<file path="config.mk">
export PLATFORM = sky130hd
export DESIGN_NAME = i2c_master_register_access_top
export DESIGN_NICKNAME = d
export VERILOG_FILES = /design/src/design/i2cm_pkg.sv /design/src/design/i2c_master_register_access_top.sv /design/src/design/i2cm_seq.sv
export SDC_FILE = /design/constraint.sdc
export NUM_CORES = 1
export LEC_CHECK = 0
export BUFFER_PORTS_ARGS = -buffer_cell sky130_fd_sc_hd__buf_2
export CORE_MARGIN = 5
export CORE_UTILIZATION = 50
export DETAILED_ROUTE_END_ITERATION = 8
export HOLD_SLACK_MARGIN = 0.08
export PLACE_DENSITY = 0.71
export RECOVER_POWER = 25
export SETUP_SLACK_MARGIN = 0.05
export SYNTH_ARGS = -nofsm -noshare
export SYNTH_HDL_FRONTEND = slang
export SYNTH_SLANG_ARGS = --single-unit
</file>
<file path="constraint.sdc">
create_clock -name clk -period 14.03 [get_ports clk]
set_input_delay 2.806 -clock clk [delete_from_list [all_inputs] [get_ports clk]]
set_output_delay 2.806 -clock clk [all_outputs]
set_load 0.005 [all_outputs]
</file>
<file path="src/design/i2cm_pkg.sv">
// Shared types, constants and the command program table for the I2C master.
// No dependencies; used by i2cm_seq and i2c_master_register_access_top.
package i2cm_pkg;

	// Bus recovery pulse count
	localparam logic [3:0] RECOVERY_PULSES = 4'd9;

	// Command codes on the operation field
	localparam logic [1:0] OP_NONE    = 2'd0;
	localparam logic [1:0] OP_WRITE   = 2'd1;
	localparam logic [1:0] OP_READ    = 2'd2;
	localparam logic [1:0] OP_RECOVER = 2'd3;

	// Configuration register indexes (byte address 4*i)
	localparam logic [1:0] REG_PHASE_TICKS    = 2'd0;
	localparam logic [1:0] REG_RECOVERY_TICKS = 2'd1;
	localparam logic [1:0] REG_ACK_TIMEOUT    = 2'd2;

	// Reset values of the configuration registers
	localparam logic [15:0] PHASE_TICKS_RST    = 16'd2;
	localparam logic [15:0] RECOVERY_TICKS_RST = 16'd20;
	localparam logic [7:0]  ACK_TIMEOUT_RST    = 8'd250;

	// Bus phases; recovery phases must stay last (timing select uses order)
	typedef enum logic [4:0] {
		PH_IDLE, PH_ST0, PH_ST1, PH_ST2, PH_ST3,
		PH_BT0, PH_BT1, PH_BT2,
		PH_AK0, PH_AK1, PH_AKP, PH_AK3, PH_AKF,
		PH_RD0, PH_RD1, PH_RD2, PH_NK0, PH_NK1,
		PH_SP0, PH_SP1, PH_SP2,
		PH_RC0, PH_RC1, PH_RC2, PH_RC3, PH_RC4
	} phase_t;

	// Parts of a command
	typedef enum logic [3:0] {
		SG_START, SG_DEV, SG_REG, SG_DATA, SG_DEV1, SG_READ, SG_STOP, SG_RECOVER, SG_END
	} stage_t;

	typedef struct packed {
		logic [15:0] phase_ticks;
		logic [15:0] recovery_phase_ticks;
		logic [7:0]  ack_timeout;
	} cfg_t;

	typedef struct packed {
		logic       scl;
		logic       sda;
		logic       busy;
		logic       done;
		logic [7:0] read_data;
		logic       ack_error;
	} res_t;

	// Command program: the stage at a given step of a command
	function automatic stage_t program_stage(input logic [1:0] cmd, input logic [2:0] step);
		stage_t sg;
		sg = SG_END;
		case (cmd)
			OP_WRITE: begin
				case (step)
					3'd0: sg = SG_START;
					3'd1: sg = SG_DEV;
					3'd2: sg = SG_REG;
					3'd3: sg = SG_DATA;
					3'd4: sg = SG_STOP;
					default: sg = SG_END;
				endcase
			end
			OP_READ: begin
				case (step)
					3'd0: sg = SG_START;
					3'd1: sg = SG_DEV;
					3'd2: sg = SG_REG;
					3'd3: sg = SG_START;
					3'd4: sg = SG_DEV1;
					3'd5: sg = SG_READ;
					3'd6: sg = SG_STOP;
					default: sg = SG_END;
				endcase
			end
			OP_RECOVER: begin
				case (step)
					3'd0: sg = SG_RECOVER;
					default: sg = SG_END;
				endcase
			end
			default: sg = SG_END;
		endcase
		return sg;
	endfunction

endpackage

</file>
<file path="src/design/i2c_master_register_access_top.sv">
// Top level of the I2C master: APB configuration registers, request handshake
// and the result register. Depends on i2cm_pkg and i2cm_seq.
//
// Usage: each request on the input channel (in_valid / in_stall) is one bus
// tick carrying operation, addresses, write data and the sampled SDA level.
// operation starts a register write, a register read or a bus recovery and is
// only taken while no command is running. Each request gives exactly one
// result on the output channel (out_valid / out_stall): SCL and SDA drive,
// busy, done, the last read byte and the acknowledge error flag.
// The result of a request is registered: it is shown right after the edge
// that takes the request. Throughput is one request per cycle while out_stall
// holds no waiting result; the sequencer state and the result register update
// together at each accepted request.
// While out_stall holds a waiting result, in_stall is raised and the result
// stays put; a new request is taken in the same cycle the result leaves.
// Reset clears the sequencer to idle with both lines released and loads the
// configuration defaults (phase 2, recovery phase 20, ack timeout 250 ticks).
// Configuration is written through the APB port, registers at 0x0, 0x4, 0x8.
module i2c_master_register_access_top (
	input  logic        clk,
	input  logic        arst_n,
	// request channel
	input  logic        in_valid,
	output logic        in_stall,
	input  logic [1:0]  operation,
	input  logic [7:0]  device_address,
	input  logic [7:0]  register_address,
	input  logic [7:0]  write_data,
	input  logic        sda_in,
	// result channel
	output logic        out_valid,
	input  logic        out_stall,
	output logic        scl_out,
	output logic        sda_out,
	output logic        busy_res,
	output logic        done_res,
	output logic [7:0]  read_data,
	output logic        ack_error,
	// configuration
	input  logic        psel,
	input  logic        penable,
	input  logic        pwrite,
	input  logic [3:0]  paddr,
	input  logic [31:0] pwdata,
	output logic [31:0] prdata,
	output logic        pready
);
	import i2cm_pkg::*;

	cfg_t cfg_q;
	res_t res;
	res_t res_q;
	logic out_valid_q;
	logic accept;

	// Write configuration registers
	always_ff @(posedge clk or negedge arst_n) begin
		if (!arst_n) begin
			cfg_q.phase_ticks          <= PHASE_TICKS_RST;
			cfg_q.recovery_phase_ticks <= RECOVERY_TICKS_RST;
			cfg_q.ack_timeout          <= ACK_TIMEOUT_RST;
		end else if (psel && penable && pwrite) begin
			unique case (paddr[3:2])
				REG_PHASE_TICKS:    cfg_q.phase_ticks          <= pwdata[15:0];
				REG_RECOVERY_TICKS: cfg_q.recovery_phase_ticks <= pwdata[15:0];
				REG_ACK_TIMEOUT:    cfg_q.ack_timeout          <= pwdata[7:0];
				default: ;
			endcase
		end
	end

	// Read back configuration registers
	always_comb begin
		unique case (paddr[3:2])
			REG_PHASE_TICKS:    prdata = {16'd0, cfg_q.phase_ticks};
			REG_RECOVERY_TICKS: prdata = {16'd0, cfg_q.recovery_phase_ticks};
			REG_ACK_TIMEOUT:    prdata = {24'd0, cfg_q.ack_timeout};
			default:            prdata = '0;
		endcase
	end

	assign pready = 1'b1;

	// Take a request when the result register is free or draining
	assign in_stall = out_valid_q && out_stall;
	assign accept   = in_valid && !in_stall;

	i2cm_seq u_seq (
		.clk              (clk),
		.arst_n           (arst_n),
		.tick_en          (accept),
		.cfg              (cfg_q),
		.operation        (operation),
		.device_address   (device_address),
		.register_address (register_address),
		.write_data       (write_data),
		.sda_in           (sda_in),
		.res              (res)
	);

	// Result valid flag
	always_ff @(posedge clk or negedge arst_n) begin
		if (!arst_n) begin
			out_valid_q <= 1'b0;
		end else if (accept) begin
			out_valid_q <= 1'b1;
		end else if (!out_stall) begin
			out_valid_q <= 1'b0;
		end
	end

	// Result payload
	always_ff @(posedge clk) begin
		if (accept) begin
			res_q <= res;
		end
	end

	assign out_valid = out_valid_q;
	assign scl_out   = res_q.scl;
	assign sda_out   = res_q.sda;
	assign busy_res  = res_q.busy;
	assign done_res  = res_q.done;
	assign read_data = res_q.read_data;
	assign ack_error = res_q.ack_error;

endmodule

</file>
<file path="src/design/i2cm_seq.sv">
// Bus sequencer of the I2C master: phase state, bit shifter, tick timer, ack poll.
// Advances one bus tick per enabled cycle. Depends on i2cm_pkg.
module i2cm_seq (
	input  logic             clk,
	input  logic             arst_n,
	input  logic             tick_en,
	input  i2cm_pkg::cfg_t   cfg,
	input  logic [1:0]       operation,
	input  logic [7:0]       device_address,
	input  logic [7:0]       register_address,
	input  logic [7:0]       write_data,
	input  logic             sda_in,
	output i2cm_pkg::res_t   res
);
	import i2cm_pkg::*;

	phase_t      phase_q, phase_d;
	logic [3:0]  bit_q, bit_d;
	logic [7:0]  shift_q, shift_d;
	logic [15:0] tick_q, tick_d;
	logic [7:0]  ackw_q, ackw_d;
	logic [7:0]  dev_q, dev_d;
	logic [7:0]  reg_q, reg_d;
	logic [7:0]  data_q, data_d;
	logic [1:0]  cmd_q, cmd_d;
	logic [7:0]  recv_q, recv_d;
	logic        err_q, err_d;
	logic        scl_q, scl_d;
	logic        sda_q, sda_d;
	logic [2:0]  step_q, step_d;

	logic        fin;
	logic        enter;
	stage_t      enter_sg;
	logic        send;
	logic [7:0]  send_b;
	logic [16:0] tick_nx;
	logic [15:0] hold;
	logic [3:0]  bit_nx;
	logic [7:0]  shift_nx;

	// Hold state between ticks
	always_ff @(posedge clk or negedge arst_n) begin
		if (!arst_n) begin
			phase_q <= PH_IDLE;
			bit_q   <= '0;
			shift_q <= '0;
			tick_q  <= '0;
			ackw_q  <= '0;
			dev_q   <= '0;
			reg_q   <= '0;
			data_q  <= '0;
			cmd_q   <= '0;
			recv_q  <= '0;
			err_q   <= 1'b0;
			scl_q   <= 1'b1;
			sda_q   <= 1'b1;
			step_q  <= '0;
		end else if (tick_en) begin
			phase_q <= phase_d;
			bit_q   <= bit_d;
			shift_q <= shift_d;
			tick_q  <= tick_d;
			ackw_q  <= ackw_d;
			dev_q   <= dev_d;
			reg_q   <= reg_d;
			data_q  <= data_d;
			cmd_q   <= cmd_d;
			recv_q  <= recv_d;
			err_q   <= err_d;
			scl_q   <= scl_d;
			sda_q   <= sda_d;
			step_q  <= step_d;
		end
	end

	assign tick_nx  = {1'b0, tick_q} + 17'd1;
	assign hold     = (phase_q >= PH_RC0) ? cfg.recovery_phase_ticks : cfg.phase_ticks;
	assign bit_nx   = bit_q + 4'd1;
	assign shift_nx = {shift_q[6:0], 1'b0};

	// Next state for one tick
	always_comb begin
		phase_d  = phase_q;
		bit_d    = bit_q;
		shift_d  = shift_q;
		tick_d   = tick_q;
		ackw_d   = ackw_q;
		dev_d    = dev_q;
		reg_d    = reg_q;
		data_d   = data_q;
		cmd_d    = cmd_q;
		recv_d   = recv_q;
		err_d    = err_q;
		scl_d    = scl_q;
		sda_d    = sda_q;
		step_d   = step_q;
		fin      = 1'b0;
		enter    = 1'b0;
		enter_sg = SG_END;
		send     = 1'b0;
		send_b   = '0;

		if (phase_q == PH_IDLE) begin
			// Latch a new command
			if (operation != OP_NONE) begin
				cmd_d    = operation;
				dev_d    = device_address;
				reg_d    = register_address;
				data_d   = write_data;
				err_d    = 1'b0;
				step_d   = '0;
				tick_d   = '0;
				enter    = 1'b1;
				enter_sg = program_stage(operation, 3'd0);
			end
		end else if (phase_q == PH_AKP) begin
			// Poll acknowledge while SCL is high
			if (!sda_in) begin
				scl_d   = 1'b0;
				tick_d  = '0;
				phase_d = PH_AK3;
			end else if (ackw_q >= cfg.ack_timeout) begin
				err_d   = 1'b1;
				scl_d   = 1'b0;
				tick_d  = '0;
				phase_d = PH_AKF;
			end else begin
				ackw_d = ackw_q + 8'd1;
			end
		end else if (tick_nx >= {1'b0, hold}) begin
			// Phase time is up: advance
			tick_d = '0;
			unique case (phase_q)
				PH_ST0: begin scl_d = 1'b1; phase_d = PH_ST1; end
				PH_ST1: begin sda_d = 1'b0; phase_d = PH_ST2; end
				PH_ST2: begin scl_d = 1'b0; phase_d = PH_ST3; end
				PH_ST3, PH_AK3, PH_NK1: begin
					step_d   = step_q + 3'd1;
					enter    = 1'b1;
					enter_sg = program_stage(cmd_q, step_q + 3'd1);
				end
				PH_BT0: begin scl_d = 1'b1; phase_d = PH_BT1; end
				PH_BT1: begin scl_d = 1'b0; phase_d = PH_BT2; end
				PH_BT2: begin
					bit_d = bit_nx;
					if (bit_nx < 4'd8) begin
						shift_d = shift_nx;
						sda_d   = shift_nx[7];
						phase_d = PH_BT0;
					end else begin
						sda_d   = 1'b1;
						phase_d = PH_AK0;
					end
				end
				PH_AK0: begin scl_d = 1'b1; phase_d = PH_AK1; end
				PH_AK1: begin ackw_d = '0; phase_d = PH_AKP; end
				PH_AKF: begin enter = 1'b1; enter_sg = SG_STOP; end
				PH_RD0: begin scl_d = 1'b1; phase_d = PH_RD1; end
				PH_RD1: begin
					shift_d = {shift_q[6:0], sda_in};
					phase_d = PH_RD2;
				end
				PH_RD2: begin
					bit_d = bit_nx;
					scl_d = 1'b0;
					if (bit_nx < 4'd8) begin
						phase_d = PH_RD0;
					end else begin
						recv_d  = shift_q;
						sda_d   = 1'b1;
						phase_d = PH_NK0;
					end
				end
				PH_NK0: begin scl_d = 1'b1; phase_d = PH_NK1; end
				PH_SP0: begin scl_d = 1'b1; phase_d = PH_SP1; end
				PH_SP1: begin sda_d = 1'b1; phase_d = PH_SP2; end
				PH_RC0: begin scl_d = 1'b0; phase_d = PH_RC1; end
				PH_RC1: begin scl_d = 1'b1; phase_d = PH_RC2; end
				PH_RC2: begin
					bit_d = bit_nx;
					scl_d = 1'b0;
					if (bit_nx < RECOVERY_PULSES) begin
						phase_d = PH_RC1;
					end else begin
						sda_d   = 1'b0;
						phase_d = PH_RC3;
					end
				end
				PH_RC3: begin scl_d = 1'b1; phase_d = PH_RC4; end
				PH_RC4: begin sda_d = 1'b1; phase_d = PH_IDLE; fin = 1'b1; end
				default: begin phase_d = PH_IDLE; fin = 1'b1; end
			endcase
		end else begin
			tick_d = tick_nx[15:0];
		end

		// Enter the next part of the command
		if (enter) begin
			unique case (enter_sg)
				SG_START: begin sda_d = 1'b1; phase_d = PH_ST0; end
				SG_DEV:   begin send = 1'b1; send_b = dev_d; end
				SG_REG:   begin send = 1'b1; send_b = reg_d; end
				SG_DATA:  begin send = 1'b1; send_b = data_d; end
				SG_DEV1:  begin send = 1'b1; send_b = dev_d + 8'd1; end
				SG_READ: begin
					shift_d = '0;
					bit_d   = '0;
					sda_d   = 1'b1;
					scl_d   = 1'b0;
					phase_d = PH_RD0;
				end
				SG_STOP: begin scl_d = 1'b0; sda_d = 1'b0; phase_d = PH_SP0; end
				SG_RECOVER: begin
					bit_d   = '0;
					scl_d   = 1'b1;
					sda_d   = 1'b1;
					phase_d = PH_RC0;
				end
				default: begin phase_d = PH_IDLE; fin = 1'b1; end
			endcase
			// Load a byte for transmission, MSB first
			if (send) begin
				shift_d = send_b;
				bit_d   = '0;
				scl_d   = 1'b0;
				sda_d   = send_b[7];
				phase_d = PH_BT0;
			end
		end
	end

	// Result of this tick
	always_comb begin
		res.scl       = scl_d;
		res.sda       = sda_d;
		res.busy      = (phase_d != PH_IDLE);
		res.done      = fin;
		res.read_data = recv_d;
		res.ack_error = err_d;
	end

endmodule

</file>
Yosys cells after proc, flatten, opt, wreduce, memory -nomap -nowiden
Index checks and enable logic that the tools add are counted.

cells by class
  shift operators = 0
  reductions and logical operators = 36
  bitwise operators = 1
  divide/modulo/power cells = 0
  equal/unequal tests = 51
  add/sub/neg operators = 5
  multipliers = 0
  $lt $le $gt $ge = 5
  mux-type cells = 106

operator list
  cell                                            number
  two-way mux 8 bit                               23
  two-way mux 16 bit                              7
  one-hot mux 5 bit (19 select lines)             1
  two-way mux 4 bit                               14
  one-hot mux 16 bit (3 select lines)             1
  == test 5 bit (second input constant)           9
  == test 5 x 4 -> 1 bit (second input constant)  8
  two-way mux 5 bit                               8
  two-way mux 1 bit                               35
  one-hot mux 8 bit (4 select lines)              1
  one-hot mux 5 bit (5 select lines)              1
  one-hot mux 4 bit (6 select lines)              1
  OR reduction 22 bit                             1
  == test 5 x 3 -> 1 bit (second input constant)  4
  one-hot mux 4 bit (5 select lines)              1
  adder 16 x 1 -> 17 bit (second input constant)  1
  greater-or-equal comparator 17 x 16 -> 1 bit    1
  adder 8 x 1 -> 8 bit (second input constant)    2
  == test 4 x 3 -> 1 bit (second input constant)  4
  one-hot mux 4 bit (2 select lines)              2
  one-hot mux 8 bit (2 select lines)              1
  OR reduction 8 bit                              2
  two-way mux 3 bit                               5
  one-hot mux 4 bit (3 select lines)              1
  other kinds (36)                                70

storage, ports and cells
  memories kept = 0
  bits in registers = 135
  RAM bits = 0
  word-level logic and storage cells = 228
  bits in latches = 0
  output and inout port bits = 48
  bits in read-only memories = 0
  bits of input ports = 70

Logic depth before layout (Yosys ltp)
Gate-level depths: netlist of run 1.

  word-level depth = 16
  mapped depth = 18
  depth with buffers taken out = 14

Cells and area by module
From an unflattened synthesis of run 1, not the netlist that was laid out.

unflattened totals
  cells, all modules = 905
  area total of the unflattened synthesis = 8,907.3 µm²

modules (own cells, without submodules)
  module                          instances  cells an instance  area each (µm²)  sequential area each (µm²)
  i2cm_seq                        1          736                6,466.2          2,029.4
  i2c_master_register_access_top  1          169                2,441.1          1,427.6

Least setup slack after synthesis of run 1
OpenSTA, ideal clock, no wires.

  path type = input port to output port
  from = in paddr[3]
  to = out prdata[6]
  stages = 4
  data required time = 11.224 ns
  path buffers = 2
  setup slack = 7.415 ns
  data arrival time = 3.809 ns
  path through = clkbuf_1 -> clkbuf_1 -> mux2i_1 -> o21ai_0

between the ends
  word-level cells in the longest chain between the ends = 2
  elaborated cells between the ends (all ways) = 4
  classes of those cells = eq/ne (2); mux (1); reduce/logical (1)

RTL lines
  element                                      RTL line                              RTL
  start, declared                              i2c_master_register_access_top.sv:43  input logic [3:0] paddr,
  == test 2 bit, or another cell as far along  i2c_master_register_access_top.sv:74  unique case (paddr[3:2])
  one-hot mux 16 bit (3 select lines) (*)      i2c_master_register_access_top.sv:74
  end, declared                                i2c_master_register_access_top.sv:45  output logic [31:0] prdata,

Mark *: on every way between the ends. The rest lies on a longest branch, timed or not.

Worst setup path after layout of run 1
  from = in paddr[3]
  to = out prdata[3]

Same word-level chain as after synthesis.

==> metrics.md, run 1 <==
| Metric | Value |
|---|---|
| Total wire length | `21500 um` |
| Hold_buf cts | `0` |
| Core Util, Final | `a little under three fifths` |
| First-pass GRT wire length | `roughly 35000 um` |
| Critical path class | `in2out` |
| Area after DPL | `between 9000 and 10000 um^2` |
| RR Startpoint | `u_seq.phase_q[1]` |
| Period minus WS final | `~7.3 ns` |
| Worst-Margin Slew | `2.32 ns` |
| FF+latch count, synth | `135` |
| Yosys cell types | `95` |
| Critical path depth | `5` |
| Type of the worst min-delay path | `reg2reg` |
| Slowest CP cell | `clkbuf_1` |
| Clk_lat worst skew | `approximately 0.43 ns` |
| Cell count after placement | `1196` |
| Cts repair resizes | `0` |
| Cell depth of the worst flop-to-flop path | `14` |
| Tcrit/Tclk final | `52.4%` |
| Clock sink total | `135` |
| ANT cells | `0` |
| Hold Violations, Final | `0` |
| Synthesized area per cell | `around 10 um^2` |
| Starting DRT DRC Count | `573` |
| Num CTS Buffers | `17` |
| Final Wtd Congestion | `between 0.9 and 1` |
| Failing checks | `capacitance limit, slew limit` |
| Final cell count without fillers | `between 1k and 1.5k` |
| Final setup skew | `a little under 0.009 ns` |
| FP Rows | `49` |
| Layout Nets | `between 1k and 1.5k` |
| Ys async rst share | `approximately 90%` |
| Leakage power | `~4.6 nW` |
| Drt via density | `around 5.8` |
| Core area | `17800 um^2` |
| Synth Flop Type | `dfrtp_1` |
| Clk buf depth | `2` |
| Number of vias in the routed layout | `7097` |
| Synth-to-Final Area Change | `12.1%` |
| Gate Count Post-Synth | `~920` |
| CTS tree | `yes` |
| Seq/Total Area, Yosys | `38.6%` |
| DIE AREA | `just over 20000 um^2` |
| Critical path fanouts, max | `20` |
| CP delay by family, top | `buffers and inverters` |
| Maxcap violations | `2` |
| Worst Min Path Start | `u_seq.reg_q[1]` |
| Number of flops mapped to enable cells by yosys | `13` |
| Htree depth | `4` |
| Vias in the first global route | `~6.6k` |
| DIE WIDTH | `144 um` |
| Reg clk slew, reported paths | `~0.060 ns` |
| Final standard cell area without fillers | `about 10000 um^2` |
| Post-route setup TNS | `0 ns` |
| Final-report max-slew violation count | `between 40 and 50` |
| Grt ovf | `0` |
| CTS root buf | `clkbuf_16` |
| Delay of the slowest critical-path stage | `0.89 ns` |
| Max frequency | `0.136 GHz` |
| Initial core utilization | `between 50% and 60%` |
| Initial DRT Pass Iterations | `5` |
| Post-synthesis cell area | `8960 um^2` |
| Die height | `around 140 um` |
| Unrepaired setup endpoints after global routing | `no` |
| CP Capture Type | `output port` |
| Ys Warns | `0` |
| Initial antenna violation count | `0` |
| Worst Path Required | `around 11 ns` |
| Slew HR | `-54.9%` |
| IO buf count | `a little over 80` |
| WHS Endpoint | `u_seq.reg_q[1]` |
| Status | `finished, violations left` |
| Hold path cells | `2` |
| IR drop worst, VDD | `between 0.0001 and 0.00015 V` |
| Worst path bufs/invs | `2` |
| PD cells | `~170 nW/um^2` |
| Drt wl/cell | `approximately 17 um` |
| Final ANT Viol Nets | `0` |
| I/O pin count | `118` |
| Startpoint types | `input pin` |
| Worst path cell trace | `clkbuf_1 -> nor2b_1 -> nand2_1 -> o21ai_0 -> buf_2` |
| Largest net degree at the start of global routing | `just over 80` |
| Post-CTS Setup Inserts | `0` |
| Reg2Reg Capture Point | `busy_res` |
| Share of cells above drive strength 1 | `23.3%` |
| GR Util All Layers | `a little over a fifth` |
| FF-to-FF setup slack | `between 9 and 10 ns` |
| Final setup fails | `0` |
| WP data arrival | `between 4 and 5 ns` |
| DRC errors left | `0` |
| DP Wirelength | `roughly 15000 um` |
[flip-flops by register name (all words and copies together), names as in the netlist]
register       count
u_seq.recv_q       8
busy_res           1
cfg_q             40
u_seq.sda_q        1
u_seq.bit_q        4
u_seq.cmd_q        2
u_seq.data_q       8
out_valid          1
u_seq.tick_q      16
u_seq.step_q       3
ack_error          1
sda_out            1
read_data          8
u_seq.shift_q      8
u_seq.phase_q      5
u_seq.ackw_q       8
scl_out            1
u_seq.reg_q        8
u_seq.err_q        1
u_seq.scl_q        1
u_seq.dev_q        8
done_res           1
[where the power goes]
part           leakage [nW]  internal, mW  switching [mW]
registers              1.65         0.502           0.119
clock network         0.288         0.284           0.173
logic                  2.64         0.287           0.380
total                  4.58          1.07           0.672
[logic make-up (layout without fill, tap and decap cells)]
logic type / Yosys count / after routing / share of synthesized area [%]
flip-flops: 135 / 135 / 38.6
buffers and inverters: 88 / 150 / 4.80
other: 2 / 17 / 0.0838
XOR/XNOR: 31 / 31 / 3.11
AO/OA/AOI/OAI: 181 / 181 / 15.3
multiplexers: 124 / 124 / 15.5
adder cells (fa/ha/maj): 35 / 35 / 4.89
AND/OR/NAND/NOR: 326 / 326 / 17.8
[cells in the mapped netlist (all sizes together), types with 5 or more instances]
library cell | number | share of area (%)
nor2 | 55 | 2.4
and2 | 8 | 0.59
a32oi | 8 | 0.95
nand2 | 135 | 5.8
dfrtp | 111 | 31
mux2 | 76 | 10
a22o | 18 | 1.8
o22ai | 7 | 0.49
xnor2 | 19 | 1.9
inv | 25 | 1.0
xor2 | 12 | 1.2
o21a | 5 | 0.43
mux2i | 47 | 5.2
nor2b | 9 | 0.63
o211ai | 9 | 0.96
dfstp | 11 | 3.2
a31oi | 6 | 0.42
o21ai | 43 | 2.5
buf | 32 | 2.5
a221oi | 5 | 0.56
nor3 | 19 | 1.2
clkbuf | 31 | 1.3
or3 | 5 | 0.35
edfxtp | 13 | 4.4
nand2b | 5 | 0.35
a21o | 5 | 0.42
nand4 | 11 | 0.84
o31ai | 5 | 0.53
nand3 | 39 | 2.2
ha | 35 | 4.9
a21oi | 29 | 1.7
and3 | 19 | 1.3
[how the worst max path moves through the flow]
| stage | from | endpoint | slack (ns) |
|---|---|---|---|
| after global routing | paddr[3] | prdata[0] | 6.54 |
| after global placement | paddr[2] | prdata[3] | 7.08 |
| after CTS | paddr[2] | prdata[7] | 7.04 |
| final | paddr[3] | prdata[3] | 6.69 |
| after detailed placement | paddr[2] | prdata[7] | 7.04 |
| after floorplan | paddr[3] | prdata[6] | 7.42 |
[final cells by class]
type	instances	area, um^2
clock buffers	21	450
clock inverters	11	148
fillers	1578	7730
inverters	25	93.8
multi-input cells	714	5140
flip-flops and latches	135	3460
well taps	229	287
repair buffers	93	468
[worst register-to-register path, stage by stage, from the launching register on]
cell and delay, ns:
dfrtp_1 0.70, nor2_1 0.30, nor2_1 0.10, o21ai_2 0.11, buf_4 0.32, mux2i_1 0.35
ha_1 0.30, a21o_1 0.16, a221oi_1 0.31, o211ai_1 0.21, and2_1 0.38, nor2_2 0.70
o21ai_0 0.26, nor4_1 0.30, nand4_1 0.17
[per-layer routing]
layer  routed length [um]  share of wire (%)  track usage, %  vias up
met5                    0                  0               0        -
met4                  270                1.3            5.15        0
met3                 1220                5.7            4.39       19
met2                 9680                 45            31.5      205
met1                10300                 48            31.5     3423
li1                     -                  -               -     3450
[metrics by stage]
stage          hold slack (ns)  worst slack [ns]  total power [mW]
2_1_floorplan            0.440              7.42              1.12
4_1_cts                  0.477              7.04              1.74
6_report                 0.476              6.69              1.75
5_1_grt                  0.484              6.54              1.86
3_3_place_gp             0.453              7.08              1.27
3_5_place_dp             0.462              7.04              1.28
[cells in the final DEF, fill, tap and decap left out, types with 24 or more instances in the layout]
master   instances
o21ai_0         33
nand3_1         38
inv_1           24
mux2_2          65
nor2_1          51
ha_1            35
a21oi_1         28
buf_2           68
mux2i_1         47
dfrtp_1        111
nand2_1        133
No activity file was read; power rests on OpenSTA's default activity.
==> run 2: changes to the inputs <==
ABC_AREA = 1   (was default)
clock period = 6.8 ns   (was 14.03 ns; I/O delays follow)
==> run 2 against run 1 <==
Against the previous run:
- the flow still finishes with violations (capacitance limit, slew limit)
- via count up 19%
- flip-flop and latch count unchanged
- first-iteration DRC count increased by 29%
- area after synthesis up 2.4%
- sequential share of layout area shrank 0.82 points
- clock skew grew 0.0046 ns
- final cell count is 31% higher
- critical path depth is 18 higher
- non-clock buffer count down 8
- count of clock-buffer cells in the layout stayed put
==> metrics.md, run 2 <==
| Metric | Value |
|---|---|
| Post-CTS Setup Inserts | `0 (unchanged)` |
| Type of the worst min-delay path | `reg2reg` |
| Final cell count without fillers | `1604 (+31%)` |
| CTS tree | `yes` |
| Htree depth | `4 (unchanged)` |
| Initial core utilization | `50.9% (+0.52 points)` |
| Post-synthesis cell area | `9180 um^2 (+2.4%)` |
| Final setup fails | `0 (unchanged)` |
| I/O pin count | `118 (unchanged)` |
| Critical path class | `reg2reg` |
| Largest Register | `cfg_q` |
| Largest regs | `cfg_q: 40 flops, u_seq.tick_q: 16 flops` |
| DRC errors left | `0 (unchanged)` |
| Hold_buf cts | `0 (unchanged)` |
| GR Util All Layers | `21.2% (+0.063 points)` |
| Final ANT Viol Nets | `0 (unchanged)` |
| DP Wirelength | `16200 um (+8.0%)` |
| Starting DRT DRC Count | `739 (+29%)` |
| Ys async rst share | `90.4% (unchanged)` |
| Reg2Reg Capture Point | `busy_res` |
| First-pass GRT wire length | `37800 um (+8.6%)` |
| Die height | `145 um (+1.1%)` |
| Number of flip-flops in the largest register | `40 (unchanged)` |
| Int Power | `2.10 mW (+96%)` |
| Total wire length | `22300 um (+4.1%)` |
| Initial DRT Pass Iterations | `6 (+1)` |
| Unrepaired setup endpoints after global routing | `no` |
| Drt wl/cell | `13.9 um (-20%)` |
| Worst Path Required | `6.93 ns (-4.29 ns)` |
| DIE AREA | `21200 um^2 (+2.2%)` |
| Num CTS Buffers | `17 (unchanged)` |
| Initial antenna violation count | `0 (unchanged)` |
| Cell count after placement | `1572 (+31%)` |
| PD cells | `339 nW/um^2 (+95%)` |
| CTS root buf | `clkbuf_16` |
| Count leader, synth | `nand2_1` |
| Final-report max-slew violation count | `60 (+36%)` |
| Top post-synthesis cells by area | `dfrtp_1 (30%), nand2_1 (15%), o21ai_0 (9.5%), inv_1 (7.5%), ha_1 (4.8%)` |
| Max frequency | `around 0.22 GHz` |
| Final Wtd Congestion | `0.928 (+1.9%)` |
| Worst Min Path Start | `out_valid` |
| CP Capture Type | `flip-flop` |
| Period minus WS final | `4.63 ns` |
| Combinational power share | `37.4% (-0.8 points)` |
| Top cell type's share of synthesized area | `30.3% (-0.73 points)` |
| FF+latch count, synth | `135 (unchanged)` |
| Post-synth top cells | `nand2_1 (365), inv_1 (183), o21ai_0 (174)` |
| WP data arrival | `4.76 ns (+0.22 ns)` |
| Post-synth top area cell | `dfrtp_1` |
| Maxcap violations | `1 (-1)` |
| Synth-to-Final Area Change | `12.2% (about the same)` |
| Area of the multi-input gates | `4720 um^2 (-8.2%)` |
| Grt ovf | `0 (unchanged)` |
| Slew HR | `-120% (-65 points)` |
| Clk pwr share | `28.4% (+2.2 points)` |
| Leakage power | `5.22 nW (+14%)` |
| RR Startpoint | `u_seq.phase_q[0]` |
| Worst-Margin Slew | `3.29 ns (+0.970 ns)` |
| FP Rows | `49 (unchanged)` |
| Startpoint types | `flip-flop` |
| Number of flops mapped to enable cells by yosys | `13 (unchanged)` |
| Most frequent cells in the layout | `nand2_1 (365), inv_1 (183), o21ai_0 (174)` |
| FF-to-FF setup slack | `2.17 ns (-6.91 ns)` |
| Sw power | `1.38 mW (+110%)` |
| Sw Ratio | `39.7% (+1.2 points)` |
| Total power | `3.49 mW (+100%)` |
| Layout Nets | `1467 (+34%)` |
| Failing checks | `capacitance limit, slew limit` |
| Seq pwr share | `34.2% (-1.4 points)` |
| Largest net degree at the start of global routing | `65 (-20%)` |
| Share of cells above drive strength 1 | `14.0% (-9.4 points)` |
| Final setup skew | `0.0135 ns (+0.00462 ns)` |
| DIE WIDTH | `145 um (+1.1%)` |
| Clk_lat worst skew | `0.43 ns (about the same)` |
| Register area | `3460 um^2 (unchanged)` |
| WHS Endpoint | `out_valid` |
| Gate Count Post-Synth | `1298 (+41%)` |
| Synth Flop Type | `dfrtp_1` |
| Commonest non-fill, non-tap cell in the layout | `nand2_1` |
| Hold Violations, Final | `0 (unchanged)` |
| Status | `finished, violations left` |
| Cts repair resizes | `0 (unchanged)` |
| Fill cells | `1753 (+11%)` |
| Drt via density | `5.28 (-8.7%)` |
| Seq/Total Area, Yosys | `37.7% (-0.91 points)` |
| Clock sink total | `135 (unchanged)` |
| Cell depth of the worst flop-to-flop path | `23 (+9)` |
| Clk buf depth | `2 (unchanged)` |
| IR drop worst, VDD | `0.000201 V (+92%)` |
| Synthesized area per cell | `7.07 um^2 (-27%)` |
| Ys Warns | `0 (unchanged)` |
| Hold path cells | `2 (unchanged)` |
| Core Util, Final | `57.1% (+0.60 points)` |
| IO buf count | `82 (unchanged)` |
| Reg clk slew, reported paths | `0.06 ns (about the same)` |
| Post-route setup TNS | `0 ns (unchanged)` |
| Critical path fanouts, max | `32 (+60%)` |
| Core area | `18000 um^2 (+1.4%)` |
| Vias in the first global route | `7806 (+18%)` |
| Tcrit/Tclk final | `about 70%` |
| Number of vias in the routed layout | `8466 (+19%)` |
| ANT cells | `0 (unchanged)` |
| Yosys cell types | `52 (-45%)` |
run 2: power groups by stage:
stage | clock network (mW) | logic (mW) | registers (mW)
floorplan | 0 | 1.00 | 1.16
global placement | 0 | 1.27 | 1.19
detailed placement | 0 | 1.29 | 1.20
CTS | 1.00 | 1.30 | 1.19
global route | 1.05 | 1.50 | 1.22
finish | 0.989 | 1.30 | 1.19
run 2: cells by family after synthesis:
| family | Yosys count | share of synthesized area, % |
|---|---|---|
| multiplexers | 2 | 0.218 |
| adder cells (fa/ha/maj) | 35 | 4.77 |
| buffers and inverters | 257 | 11.6 |
| AO/OA/AOI/OAI | 269 | 16.4 |
| flip-flops | 135 | 37.7 |
| other | 2 | 0.0818 |
| XOR/XNOR | 16 | 1.53 |
| AND/OR/NAND/NOR | 582 | 27.8 |
run 2: critical path, stage by stage (launching register included):
cell and delay [ns]:
dfrtp_1 0.44, nor2_4 0.22, inv_1 0.08, o211ai_1 0.21, buf_4 0.34, nand2_1 0.08, o21ai_0 0.18, ha_1 0.33
nand2_1 0.07, inv_1 0.05, nand2_1 0.08, nor2_1 0.05, nand3_1 0.06, nand2_1 0.05, nor2_1 0.16, nand3_4 0.33
nand2_1 0.18, nand2_2 0.13, nand2_1 0.16, inv_2 0.07, o21ai_2 0.54, nand3_2 0.22, nor2_1 0.13, nand3_1 0.15
run 2: layout make-up:
cell class | instances | area share [%]
well taps | 229 | 2.78
multi-input cells | 921 | 45.9
clock buffers | 21 | 4.79
flip-flops and latches | 135 | 33.6
clock inverters | 11 | 1.37
inverters | 202 | 7.39
repair buffers | 85 | 4.19
run 2: how the worst max path moves through the flow:
stage                           from  slack, ns               end
global route                  arst_n       1.77  u_seq.phase_q[3]
global placement    u_seq.phase_q[0]       2.29          busy_res
finish              u_seq.phase_q[0]       2.17          busy_res
CTS                 u_seq.phase_q[0]       2.24          busy_res
floorplan           u_seq.phase_q[0]       3.36          busy_res
detailed placement  u_seq.phase_q[0]       2.25          busy_res
run 2: layer usage:
layer / share of wire, % / global-route usage (%) / routed length (um) / up-vias
met4: 1.4 / 5.64 / 307 / 0
met3: 5.0 / 3.86 / 1120 / 29
met5: 0 / 0 / 0 / -
li1: - / - / - / 4302
met2: 44 / 31.7 / 9830 / 234
met1: 50 / 31.6 / 11100 / 3901
run 2: through the flow:
stage | hold WS, ns | cell area, um^2 | worst slack (ns)
detailed placement | 0.467 | 9660 | 2.25
CTS | 0.477 | 10300 | 2.24
global route | 0.501 | 10300 | 1.77
finish | 0.476 | 10300 | 2.17
global placement | 0.466 | 9660 | 2.29
floorplan | 0.453 | 9240 | 3.36
==> run 3: changes to the inputs <==
PLACE_DENSITY = 0.73   (was 0.71)
clock period = 3.79 ns   (was 6.8 ns; I/O delays follow)
==> run 3 against run 2 <==
Against the previous run:
- the run still ends with capacitance limit, slew limit left
- fmax rose by 22%
- die area did not move
- critical path depth fell by 4
- global-route usage fell by 0.093 points
- sequential power rose by 78%
- cell area rose by 6.4%
- final cell count rose by 2.8%
- routed wire length rose by 7.0%
- clock skew fell by 0.0026 ns
- clock power rose by 84%
- critical endpoint is now sda_out
==> metrics.md, run 3 (synthesis gave the netlist of run 2 again) <==
| Metric | Value |
|---|---|
| Core area | `18000 um^2 (unchanged)` |
| Hold Violations, Final | `0 (unchanged)` |
| Clock sink total | `135 (unchanged)` |
| Final cell count without fillers | `1649 (+2.8%)` |
| Die height | `145 um (unchanged)` |
| DRC errors left | `0 (unchanged)` |
| DIE WIDTH | `145 um (unchanged)` |
| Starting DRT DRC Count | `928 (+26%)` |
| Final ANT Viol Nets | `0 (unchanged)` |
| First-pass GRT wire length | `37800 um (about the same)` |
| CP Capture Type | `flip-flop` |
| Core Util, Final | `60.8% (+3.6 points)` |
| Reg clk slew, reported paths | `0.06 ns (about the same)` |
| Slowest CP cell | `dfrtp_2` |
| Failing checks | `capacitance limit, slew limit` |
| Final Wtd Congestion | `0.912 (-1.8%)` |
| DP Wirelength | `16600 um (+2.7%)` |
| Maxcap violations | `1 (unchanged)` |
| Final setup skew | `0.0109 ns (-0.00258 ns)` |
| Initial core utilization | `50.9% (unchanged)` |
| PD cells | `600 nW/um^2 (+77%)` |
| FF-to-FF setup slack | `0.004 ns (-2.17 ns)` |
| Initial DRT Pass Iterations | `5 (-1)` |
| Most frequent cells in the layout | `nand2_1 (349), inv_1 (182), o21ai_0 (170)` |
| Clk buf depth | `2 (unchanged)` |
| Total wire length | `23900 um (+7.0%)` |
| Synth-to-Final Area Change | `19.3%` |
| Cell count after placement | `1599 (+1.7%)` |
| Worst Setup SP | `u_seq.phase_q[0]` |
| Clk_lat worst skew | `0.43 ns (about the same)` |
| Htree depth | `4 (unchanged)` |
| Status | `finished, violations left` |
| Area after DPL | `9880 um^2 (+2.2%)` |
| Grt ovf | `0 (unchanged)` |
| Final standard cell area without fillers | `11000 um^2 (+6.4%)` |
| Startpoint types | `flip-flop` |
| Layout Nets | `1512 (+3.1%)` |
| ANT cells | `0 (unchanged)` |
| RR Startpoint | `u_seq.phase_q[0]` |
| DIE AREA | `21200 um^2 (unchanged)` |
| Worst-Margin Slew | `1.81 ns (-1.49 ns)` |
| Period minus WS final | `3.79 ns (-0.843 ns)` |
| Delay of the slowest critical-path stage | `0.43 ns (-0.11 ns)` |
| Reg2Reg Capture Point | `sda_out` |
| IO buf count | `82 (unchanged)` |
| Largest Register | `cfg_q` |
| CTS root buf | `clkbuf_16` |
| Drt via density | `5.27 (about the same)` |
| Unrepaired setup endpoints after global routing | `yes` |
| Critical path fanouts, max | `16 (-50%)` |
| Final setup fails | `0 (unchanged)` |
| Cell mode on critical path | `o21ai_0` |
| Initial antenna violation count | `0 (unchanged)` |
| CTS tree | `yes` |
| Largest regs | `cfg_q: 40 flops, u_seq.tick_q: 16 flops` |
| Num CTS Buffers | `17 (unchanged)` |
| Cell depth of the worst flop-to-flop path | `19 (-17%)` |
| Commonest non-fill, non-tap cell in the layout | `nand2_1` |
| Total power | `6.57 mW (+88%)` |
| Leakage power | `5.52 nW (+5.8%)` |
| Drt wl/cell | `14.5 um (+4.1%)` |
| I/O pin count | `118 (unchanged)` |
| Type of the worst min-delay path | `in2async` |
| Post-route setup TNS | `0 ns (unchanged)` |
| Worst Path Required | `3.97 ns (-2.96 ns)` |
| WP data arrival | `3.96 ns (-0.80 ns)` |
| Final-report max-slew violation count | `35 (-42%)` |
| Max frequency | `0.264 GHz (+22%)` |
| FP Rows | `49 (unchanged)` |
| Largest net degree at the start of global routing | `54 (-17%)` |
| GR Util All Layers | `21.1% (-0.093 points)` |
| Critical path class | `reg2reg` |
| Share of cells above drive strength 1 | `20.0% (+6.0 points)` |
| Tcrit/Tclk final | `99.9% (+32 points)` |
| Slew HR | `-20.5% (+99 points)` |
| Vias in the first global route | `7830 (+0.31%)` |
| IR drop worst, VDD | `0.000414 V (+110%)` |
| Worst path cell trace | `nor2_4 -> inv_1 -> o211ai_1 -> buf_4 -> buf_4 -> buf_8 -> o21ai_0 -> ha_1 -> nand2_1 -> o21ai_0 -> nand4_1 -> buf_4 -> nand3_2 -> nand3_2 -> o21ai_0 -> o21ai_0 -> nand2_1 -> nand2_1 -> and2_1` |
| Hold_buf cts | `0 (unchanged)` |
| Number of vias in the routed layout | `8696 (+2.7%)` |
| Number of flip-flops in the largest register | `40 (unchanged)` |
[run 3: timing repair]
item                                   4_1_cts  5_1_grt
gates resized for setup                      3       72
setup endpoints to repair                    3       60
cloned                                       0        3
buffers inserted                             0       15
endpoints found under the hold margin        0        0
pin swaps                                    0       17
[run 3: critical path: cells and delay by family (launching register included)]
| family | cells | cell delay (ns) |
|---|---|---|
| AO/OA/AOI/OAI | 5 | 0.93 |
| adder cells (fa/ha/maj) | 1 | 0.34 |
| buffers and inverters | 5 | 0.75 |
| flip-flops | 1 | 0.43 |
| AND/OR/NAND/NOR | 8 | 1.09 |
[run 3: stage by stage]
step	worst slack, ns	hold slack [ns]
global route	-0.169	0.436
detailed placement	0.0830	0.473
global placement	0.181	0.466
finish	0.00352	0.373
floorplan	0.355	0.453
CTS	0.100	0.403
[run 3: final cells by class]
cell class              instances  area (um^2)
inverters                     202          763
well taps                     229          287
repair buffers                129          826
multi-input cells             922         4970
flip-flops and latches        135         3460
clock buffers                  21          472
clock inverters                11          170
fillers                      1639         7070
[run 3: power by group]
group,internal [mW],switching (mW)
logic,0.939,1.69
registers,1.86,0.264
clock network,1.16,0.660
total,3.96,2.61
[run 3: worst max path at each step]
stage                      endpoint  slack, ns  cells past startpoint
global placement           busy_res       0.18                     20
CTS                         sda_out       0.10                     21
detailed placement  u_seq.ackw_q[4]       0.08                     20
floorplan                  busy_res       0.35                     21
global route               busy_res      -0.17                     19
finish                      sda_out      0.004                     19
[run 3: layer usage]
metal	vias to the layer above	GRT usage (%)	part of all wire [%]
met3	35	3.61	6.3
met1	3972	30.8	47
met5	-	0	0
met4	0	5.27	1.3
met2	301	32.7	46
li1	4388	-	-
